**src/sv/http_chunked_body_decoder_macros.svh**
```systemverilog
// Assertion macros for the chunked body decoder.
`ifndef HTTP_CHUNKED_BODY_DECODER_MACROS_SVH
`define HTTP_CHUNKED_BODY_DECODER_MACROS_SVH

// Checked only out of reset.
`define HCBD_ASSERT(lbl, prop, msg) \
  lbl: assert property (@(posedge clk_i) disable iff (!rst_ni) (prop)) else $error(msg);

// Checked on every edge, reset included.
`define HCBD_ASSERT_ALWAYS(lbl, prop, msg) \
  lbl: assert property (@(posedge clk_i) (prop)) else $error(msg);

`endif

```
**src/sv/hcbd_pkg.sv**
```systemverilog
package hcbd_pkg;

  localparam int unsigned LenWidth = 32;

  localparam logic [7:0] CharCr    = 8'h0d;
  localparam logic [7:0] CharNine  = 8'h39;
  localparam logic [7:0] CharUpA   = 8'h41;
  localparam logic [7:0] CharZero  = 8'h30;
  localparam logic [7:0] CharLowA  = 8'h61;
  localparam logic [7:0] CharLowZ  = 8'h7a;
  localparam logic [7:0] CaseShift = 8'd32;
  localparam logic [7:0] LetterOff = 8'd10;

  localparam logic [1:0] TrailBytes = 2'd2;

  typedef enum logic [4:0] {
    PhLine  = 5'b00001,
    PhSkipLf = 5'b00010,
    PhData  = 5'b00100,
    PhTrail = 5'b01000,
    PhDone  = 5'b10000
  } phase_e;

  function automatic logic [3:0] hex_digit(input logic [7:0] ch);
    logic [7:0] up;
    logic [7:0] val;
    up = ch;
    if (ch >= CharLowA && ch <= CharLowZ) begin
      up = ch - CaseShift;
    end
    if (up > CharNine) begin
      val = up - CharUpA + LetterOff;
    end else begin
      val = up - CharZero;
    end
    return val[3:0];
  endfunction

endpackage

```
**src/sv/http_chunked_body_decoder.sv**
```systemverilog
// Chunked transfer decoder for an HTTP response body.
// Input channel (in_valid_i/in_ready_o) carries one body byte per
// transaction plus start_body_i, which restarts decoding at a chunk length
// line before that byte is handled. Output channel (out_valid_o/out_ready_i)
// carries zero or one result per input byte: a payload byte (kind_o = 0,
// chunk_last_o marks the final byte of a chunk) or an end-of-body marker
// (kind_o = 1, on the LF of a zero length line); other bytes give no result.
// A result is registered: it appears in the cycle after its byte is taken.
// Throughput is one byte per cycle unless the receiver stalls; the decode is
// a single state update between the input handshake and the output register.
// When the receiver stalls, the pending result holds in the output register
// and in_ready_o drops, so at most one result waits at a time.
// Reset (rst_ni low, asynchronous) empties the output register and returns
// the decoder to reading a length line with all counts cleared.
module http_chunked_body_decoder
  import hcbd_pkg::*;
(
  input  logic       clk_i,
  input  logic       rst_ni,
  input  logic       in_valid_i,
  output logic       in_ready_o,
  input  logic [7:0] in_byte_i,
  input  logic       start_body_i,
  output logic       out_valid_o,
  input  logic       out_ready_i,
  output logic       kind_o,
  output logic [7:0] out_byte_o,
  output logic       chunk_last_o
);

  `include "http_chunked_body_decoder_macros.svh"

  phase_e                phase_q, phase_d;
  logic [LenWidth-1:0]   accum_q, accum_d;
  logic [LenWidth-1:0]   rem_q, rem_d;
  logic [1:0]            skip_q, skip_d;

  logic                  out_valid_q, out_valid_d;
  logic                  kind_q, kind_d;
  logic [7:0]            byte_q, byte_d;
  logic                  last_q, last_d;

  phase_e                ph_eff;
  logic [LenWidth-1:0]   accum_eff;
  logic [LenWidth-1:0]   rem_eff;
  logic [1:0]            skip_eff;
  logic [LenWidth-1:0]   rem_dec;
  logic [1:0]            skip_dec;
  logic                  in_fire;
  logic                  res_valid;

  assign in_ready_o = !out_valid_q || out_ready_i;
  assign in_fire    = in_valid_i && in_ready_o;

  always_comb begin
    ph_eff    = phase_q;
    accum_eff = accum_q;
    rem_eff   = rem_q;
    skip_eff  = skip_q;
    if (start_body_i) begin
      ph_eff    = PhLine;
      accum_eff = '0;
      rem_eff   = '0;
      skip_eff  = '0;
    end
    rem_dec  = rem_eff - {{(LenWidth-1){1'b0}}, 1'b1};
    skip_dec = skip_eff - 2'd1;

    phase_d   = ph_eff;
    accum_d   = accum_eff;
    rem_d     = rem_eff;
    skip_d    = skip_eff;
    res_valid = 1'b0;
    kind_d    = 1'b0;
    byte_d    = 8'h00;
    last_d    = 1'b0;

    case (ph_eff)
      PhLine: begin
        if (in_byte_i == CharCr) begin
          phase_d = PhSkipLf;
        end else begin
          accum_d = {accum_eff[LenWidth-5:0], hex_digit(in_byte_i)};
        end
      end
      PhSkipLf: begin
        if (accum_eff == '0) begin
          phase_d   = PhDone;
          res_valid = 1'b1;
          kind_d    = 1'b1;
        end else begin
          rem_d   = accum_eff;
          phase_d = PhData;
        end
      end
      PhData: begin
        rem_d     = rem_dec;
        res_valid = 1'b1;
        byte_d    = in_byte_i;
        last_d    = (rem_dec == '0);
        if (rem_dec == '0) begin
          phase_d = PhTrail;
          skip_d  = TrailBytes;
        end
      end
      PhTrail: begin
        skip_d = skip_dec;
        if (skip_dec == 2'd0) begin
          phase_d = PhLine;
          accum_d = '0;
        end
      end
      default: begin
        phase_d = PhDone;
      end
    endcase
  end

  always_comb begin
    out_valid_d = out_valid_q;
    if (out_ready_i) begin
      out_valid_d = 1'b0;
    end
    if (in_fire) begin
      out_valid_d = res_valid;
    end
  end

  always_ff @(posedge clk_i or negedge rst_ni) begin
    if (!rst_ni) begin
      phase_q     <= PhLine;
      accum_q     <= '0;
      rem_q       <= '0;
      skip_q      <= '0;
      out_valid_q <= 1'b0;
    end else begin
      out_valid_q <= out_valid_d;
      if (in_fire) begin
        phase_q <= phase_d;
        accum_q <= accum_d;
        rem_q   <= rem_d;
        skip_q  <= skip_d;
      end
    end
  end

  always_ff @(posedge clk_i) begin
    if (in_fire && res_valid) begin
      kind_q <= kind_d;
      byte_q <= byte_d;
      last_q <= last_d;
    end
  end

  assign out_valid_o  = out_valid_q;
  assign kind_o       = kind_q;
  assign out_byte_o   = byte_q;
  assign chunk_last_o = last_q;

  `HCBD_ASSERT_ALWAYS(a_stall_blocks_input, (out_valid_q && !out_ready_i) |-> !in_ready_o, "input taken while result stalled")
  `HCBD_ASSERT(a_data_has_bytes, (phase_q == PhData) |-> (rem_q != '0), "data phase with no bytes left")
  `HCBD_ASSERT(a_trail_has_skip, (phase_q == PhTrail) |-> (skip_q != 2'd0), "trailer phase with nothing to skip")
  `HCBD_ASSERT(a_end_has_no_data, (out_valid_q && kind_q) |-> (byte_q == 8'h00 && !last_q), "end result carries data")

endmodule
```
**config.mk**
```make
export PLATFORM = sky130hd
export DESIGN_NAME = http_chunked_body_decoder
export DESIGN_NICKNAME = d
export VERILOG_FILES = /design/src/sv/hcbd_pkg.sv /design/src/sv/http_chunked_body_decoder.sv
export VERILOG_INCLUDE_DIRS = /design/src /design/src/sv
export SDC_FILE = /design/constraint.sdc
export NUM_CORES = 1
export LEC_CHECK = 0
export BUFFER_PORTS_ARGS = -buffer_cell sky130_fd_sc_hd__buf_4
export CELL_PAD_IN_SITES_DETAIL_PLACEMENT = 1
export CELL_PAD_IN_SITES_GLOBAL_PLACEMENT = 1
export CORE_UTILIZATION = 43
export DETAILED_ROUTE_END_ITERATION = 7
export PLACE_DENSITY = 0.76
export SKIP_LAST_GASP = 1
export SYNTH_ARGS = -nofsm -noshare
export SYNTH_HDL_FRONTEND = slang
export SYNTH_SLANG_ARGS = --single-unit
```
**constraint.sdc**
```tcl
create_clock -name clk_i -period 2.9 [get_ports clk_i]
set_input_delay 0.145 -clock clk_i [delete_from_list [all_inputs] [get_ports clk_i]]
set_output_delay 0.145 -clock clk_i [all_outputs]
set_load 0.05 [all_outputs]
```
# After elaboration in Yosys (flattened, before gate mapping)
# Index checks and enable logic that the tools add are counted.
[classes] reduce_logical=9 magnitude_cmp=3 n_eq_ne=5 n_mux=24 addsub=6
[op_table] cell="$mux W32" count=5
[op_table] cell="$pmux W32 S2" count=2
[op_table] cell="$logic_not A32 Y1" count=2
[op_table] cell="$sub A32 B1 Y32 const B" count=1
[op_table] cell="$mux W5" count=5
[op_table] cell="$mux W8" count=3
[op_table] cell="$pmux W5 S4" count=1
[op_table] cell="$eq A8 B4 Y1 const B" count=1
[op_table] cell="$ge A8 B7 Y1 const B" count=1
[op_table] cell="$gt A8 B6 Y1 const B" count=1
[op_table] cell="$le A8 B7 Y1 const B" count=1
[op_table] cell="$sub A4 B1 Y4 const B" count=2
[op_table] cell="$sub A8 B6 Y8 const B" count=1
[op_table] cell="$eq A5 B1 Y1 const B" count=1
[op_table] cell="$eq A5 B2 Y1 const B" count=1
[op_table] cell="$eq A5 B3 Y1 const B" count=1
[op_table] cell="$eq A5 B4 Y1 const B" count=1
[op_table] cell="$add A4 B4 Y4 const B" count=1
[op_table] cell="$mux W2" count=2
[op_table] cell="$mux W4" count=1
[op_table] cell="$pmux W2 S2" count=1
[op_table] cell="$logic_and A1 B1 Y1" count=3
[op_table] cell="$mux W1" count=3
[op_table] cell="$logic_not A2 Y1" count=1
[op_table] cell="other kinds (5)" count=5
[totals] ff_bits=82 word_cells=55 input_bits=13 output_inout_bits=12

# Logic depth before layout (Yosys ltp)
[depth] word_depth=10 mapped_depth=16

# Worst setup path before layout
# No wires, ideal clock.
[synth_path] kind="input to register" startpoint="input start_body_i" endpoint="register skip_q[0]" path_buffers=5 required_ns=2.780 stages=15 setup_ns=0.120 arrival_time_ns=3.381 slack_ns=-0.600 path_cell_list="clkbuf_1 > inv_1 > buf_6 > clkbuf_1 > nand2_1 > ha_1 > buf_4 > or4b_1 > clkbuf_2 > or4_1 > a31oi_2 > nand4_1 > nor4_1 > nand3_1 > a31o_1"
[synth_via] elab_chain_cells=5
[synth_rtl] item="start, declared" line="http_chunked_body_decoder.sv:23" text="input logic start_body_i,"
[synth_rtl] item="$mux W32" line="http_chunked_body_decoder.sv:60" text="if (start_body_i) begin"
[synth_rtl] item="$sub A32 B1 Y32" line="http_chunked_body_decoder.sv:66" text="rem_dec = rem_eff - {{(LenWidth-1){1'b0}}, 1'b1};"
[synth_rtl] item="$logic_not A32 Y1" line="http_chunked_body_decoder.sv:101" text="if (rem_dec == '0) begin"
[synth_rtl] item="$mux W2" line="http_chunked_body_decoder.sv:101"
[synth_rtl] item="$pmux W2 S2 (*)" line="http_chunked_body_decoder.sv:78" text="case (ph_eff)"
[synth_rtl] item="end signal, assigned" line="http_chunked_body_decoder.sv:142" text="skip_q <= skip_d;"
[synth_rtl] item="end, declared" line="http_chunked_body_decoder.sv:36" text="logic [1:0] skip_q, skip_d;"
# Every way passes the cells marked *; elsewhere a longest branch is shown, timed or not.
# A chain may end at the register's enable or synchronous reset.

# Final worst setup path
[layout_path] startpoint="register rem_q[0]" endpoint="register skip_q[0]"
[layout_via] elab_chain_cells=5
[layout_rtl] item="start, declared" line="http_chunked_body_decoder.sv:35" text="logic [LenWidth-1:0] rem_q, rem_d;"
[layout_rtl] item="start signal, assigned" line="http_chunked_body_decoder.sv:141" text="rem_q <= rem_d;"
[layout_rtl] item="$mux W32" line="http_chunked_body_decoder.sv:60"
[layout_rtl] item="$sub A32 B1 Y32" line="http_chunked_body_decoder.sv:66"
[layout_rtl] item="$logic_not A32 Y1" line="http_chunked_body_decoder.sv:101"
[layout_rtl] item="$mux W2" line="http_chunked_body_decoder.sv:101"
[layout_rtl] item="$pmux W2 S2" line="http_chunked_body_decoder.sv:78"
# Every way passes these cells.

==> flow_metrics.tcl <==
set metrics [dict create \
    crit_start "rem_q[0]$_DFFE_PN0P_" \
    drive_gt1_share_pct 20.8 \
    start_util_pct 44.6 \
    clk_latency_ns 0.36 \
    rrSetupSlack_ns 0.02 \
    num_rows 40 \
    ys.flop_type "dfrtp_1" \
    p_leak_uw 0.00264 \
    endpoint_kind "register" \
    post-layout-total-power_uw 2880 \
    critical_path_required_ns 3.14 \
    p_switching_uw 890 \
    htreeDepth 3 \
    area_growth_pct 18.8 \
    yosys_warnings 0 \
    synth_cells 625 \
    status "finished clean" \
    grt_max_degree 73 \
    pwr-share-clk_pct 37.8 \
    first_pass_iters 5 \
    synth_xor_area_share_pct 2.43 \
    fin_crit_ns 2.88 \
    gr-usage-met1_pct 42.4 \
    grt_overflow 0 \
    first_global_vias 5430 \
    synth_fa_ha_area_share_pct 1.85 \
    crit_arrival_ns 3.12 \
    finalWeightedCongestion 0.917 \
    async_flop_share_pct 87.8 \
    grtUsageMet2_pct 48.9 \
    cts_tree "built" \
    max_freq_mhz 347 \
    wirelength_mm 19.4 \
    drc_errors 0 \
    grt_setup_unrepaired "yes" \
    drt.antenna.violating_nets 0 \
    synth.avg_cell_area_um2 8.64 \
    post_dp_cell_area_mm2 0.00604 \
    yosys.area_share.simple_pct 23.0 \
    die_w_um 114 \
    grt_first_pass_wirelength_mm 30.7 \
    syn_nets 646 \
    cts_buffers 9 \
    grt.busiest_layer "met2" \
    worst_pin_slew_ns 1.00 \
    antenna_found_initial 1 \
    synthDistinctLibCells 73 \
    wl_per_cell_um 22.9 \
    worstHoldPathType "in -> reg" \
    synth_top_family_by_area "compound AO/OA/AOI/OAI gates" \
    num_io_pins 25 \
    slew_headroom_pct 33.3 \
    p_seq_share_pct 45.4 \
    synthMuxAreaShare_pct 0.788 \
    p_int_uw 1990 \
    clk_pin_slew_ns 0.07 \
    die-area_mm2 0.0130 \
    via_per_inst 6.47 \
    fin_skew_ns 0.0159 \
    ir_drop_uv 404 \
    dr_total_vias 5482 \
    synth-seq-area-share_pct 38.9 \
    dp_hpwl_mm 13.8 \
    grtUsageTotal_pct 31.1 \
    r2r_cells 10 \
    clock_path_buffers 2 \
    fill_cells 1437 \
    synth_compound_area_share_pct 27.0 \
    holdPathStages 2 \
    fin_setup_tns_ns 0 \
    root_buffer "clkbuf_16" \
    drtIter0Drc 472 \
    die_h_um 114 \
    synth_edf_count 10 \
    report.final.setup_viol 0 \
    netlist_area_mm2 0.00540 \
    p_sw_share_pct 30.9 \
    finalHoldViolations 0 \
    fin_nets 694 \
    p_per_area_mw_per_mm2 449 \
    cts_sinks 82 \
    path_class "reg -> reg" \
    io_buffers 24 \
    r2r_end "skip_q[0]$_DFFE_PN0P_" \
    use_met3_pct 5.08 \
    p_comb_share_pct 16.9 \
    rr_startpoint "rem_q[0]$_DFFE_PN0P_" \
    ys_ff_latch 82 \
    path_max_fanout 6 \
    cp-start-kind "register" \
    coreArea_mm2 0.0121 \
    final_cell_mix "nand2_1, buf_4, dfrtp_1" \
    drv_cap 0 \
    slew_viol_final 0 \
    endpoint "skip_q[0]$_DFFE_PN0P_" \
    post-route-period-util_pct 99.4 \
    final_cell_area_mm2 0.00642 \
]
## what timing repair did
action / in CTS / in global routing
gates resized for setup: 2 / 13
setup buffers: 0 / 1
hold buffers: 1 / 0
pin swaps: 0 / 6
gates cloned: 0 / 0
setup endpoints to repair: 4 / 5
hold endpoints to repair: 14 / 0
## sequential cells by signal, summed over array words and instances (netlist names)
register,flops
accum_q,32
rem_q,32
out_byte_o,8
phase_q,5
skip_q,2
chunk_last_o,1
kind_o,1
out_valid_o,1
## cell type report
type / instances / area, um^2 / area share (%)
Tap cell: 168 / 210 / 3.28
Sequential cell: 82 / 2100 / 32.8
Clock inverter: 6 / 41.3 / 0.644
Timing Repair Buffer: 86 / 648 / 10.1
Multi-Input combinational cell: 480 / 3120 / 48.7
Antenna cell: 1 / 2.50 / 0.0390
Clock buffer: 10 / 229 / 3.57
Inverter: 14 / 60.1 / 0.936
## per-stage QoR
| step | util [%] | hold WS (ns) | setup slack [ns] | instances |
|---|---|---|---|---|
| floorplan | - | -0.151 | -0.0399 | 625 |
| global route | 53.0 | 0.109 | -0.0880 | 846 |
| global placement | 49.9 | 0.359 | -0.00306 | 828 |
| CTS | 52.3 | 0.0974 | 0.0395 | 845 |
| finish | 53.0 | 0.102 | 0.0176 | 847 |
| detailed placement | 49.9 | 0.370 | -0.0718 | 828 |
## synthesized netlist by cell type, types with 4 or more instances
library cell | count | area, um^2
nand2b_1 | 5 | 31.3
xnor2_1 | 12 | 105
dfrtp_1 | 71 | 1780
and2_1 | 9 | 56.3
o21a_1 | 12 | 90.1
or4_1 | 8 | 60.1
edfxtp_1 | 10 | 300
nand2_1 | 88 | 330
nand4_1 | 10 | 62.6
inv_1 | 14 | 52.6
a21oi_1 | 21 | 105
ha_1 | 8 | 100
nor2_1 | 36 | 135
buf_6 | 8 | 90.1
o221ai_1 | 13 | 114
a32oi_1 | 5 | 43.8
nor4_1 | 18 | 113
nor3_1 | 19 | 95.1
a22o_1 | 9 | 78.8
a31oi_1 | 11 | 68.8
o21ai_0 | 64 | 320
clkbuf_1 | 32 | 120
o211ai_1 | 4 | 30.0
a22oi_1 | 50 | 375
nand3_1 | 10 | 50.1
## worst min-delay path by stage
stage | start | endpoint | slack [ns]
after global placement | rst_ni | accum_q[1]$_DFFE_PN0P_ | 0.36
after CTS | in_byte_i[4] | out_byte_o[4]$_SDFFCE_PN0P_ | 0.1
final | in_byte_i[4] | out_byte_o[4]$_SDFFCE_PN0P_ | 0.10
after floorplan | rst_ni | accum_q[0]$_DFFE_PN0P_ | -0.15
after detailed placement | rst_ni | accum_q[0]$_DFFE_PN0P_ | 0.37
after global routing | in_byte_i[4] | out_byte_o[4]$_SDFFCE_PN0P_ | 0.11
## layer usage
metal	wire length (um)	vias up
li1	-	2464
met3	973	38
met5	0	-
met2	9210	158
met1	8630	2822
met4	561	0
## power groups by stage
| stage | logic, uW | clock network [uW] | registers, uW |
|---|---|---|---|
| finish | 486 | 1090 | 1310 |
| global route | 532 | 1130 | 1310 |
| CTS | 470 | 1100 | 1300 |
| detailed placement | 465 | 0 | 1330 |
| global placement | 448 | 0 | 1320 |
| floorplan | 297 | 0 | 1290 |
## kinds of logic (layout without fill, tap and decap cells)
family / after synthesis / after routing
and+or+nand+nor: 238 / 238
AOI/OAI and AO/OA: 215 / 215
DFF: 82 / 82
buffers and inverters: 63 / 116
xor gates and xnor gates: 15 / 15
adders and majority gates: 8 / 8
muxes: 4 / 4
other: 0 / 1
## critical path: stages, from the launching register on
cell,delay (ns)
dfrtp_1,0.38
nor2b_4,0.13
inv_2,0.06
ha_4,0.12
or4b_4,0.53
or4_4,0.56
a31oi_4,0.19
nand4_1,0.13
nor4_2,0.29
nand3_1,0.16
a31o_1,0.21
Power figures use the tool's default switching activity.
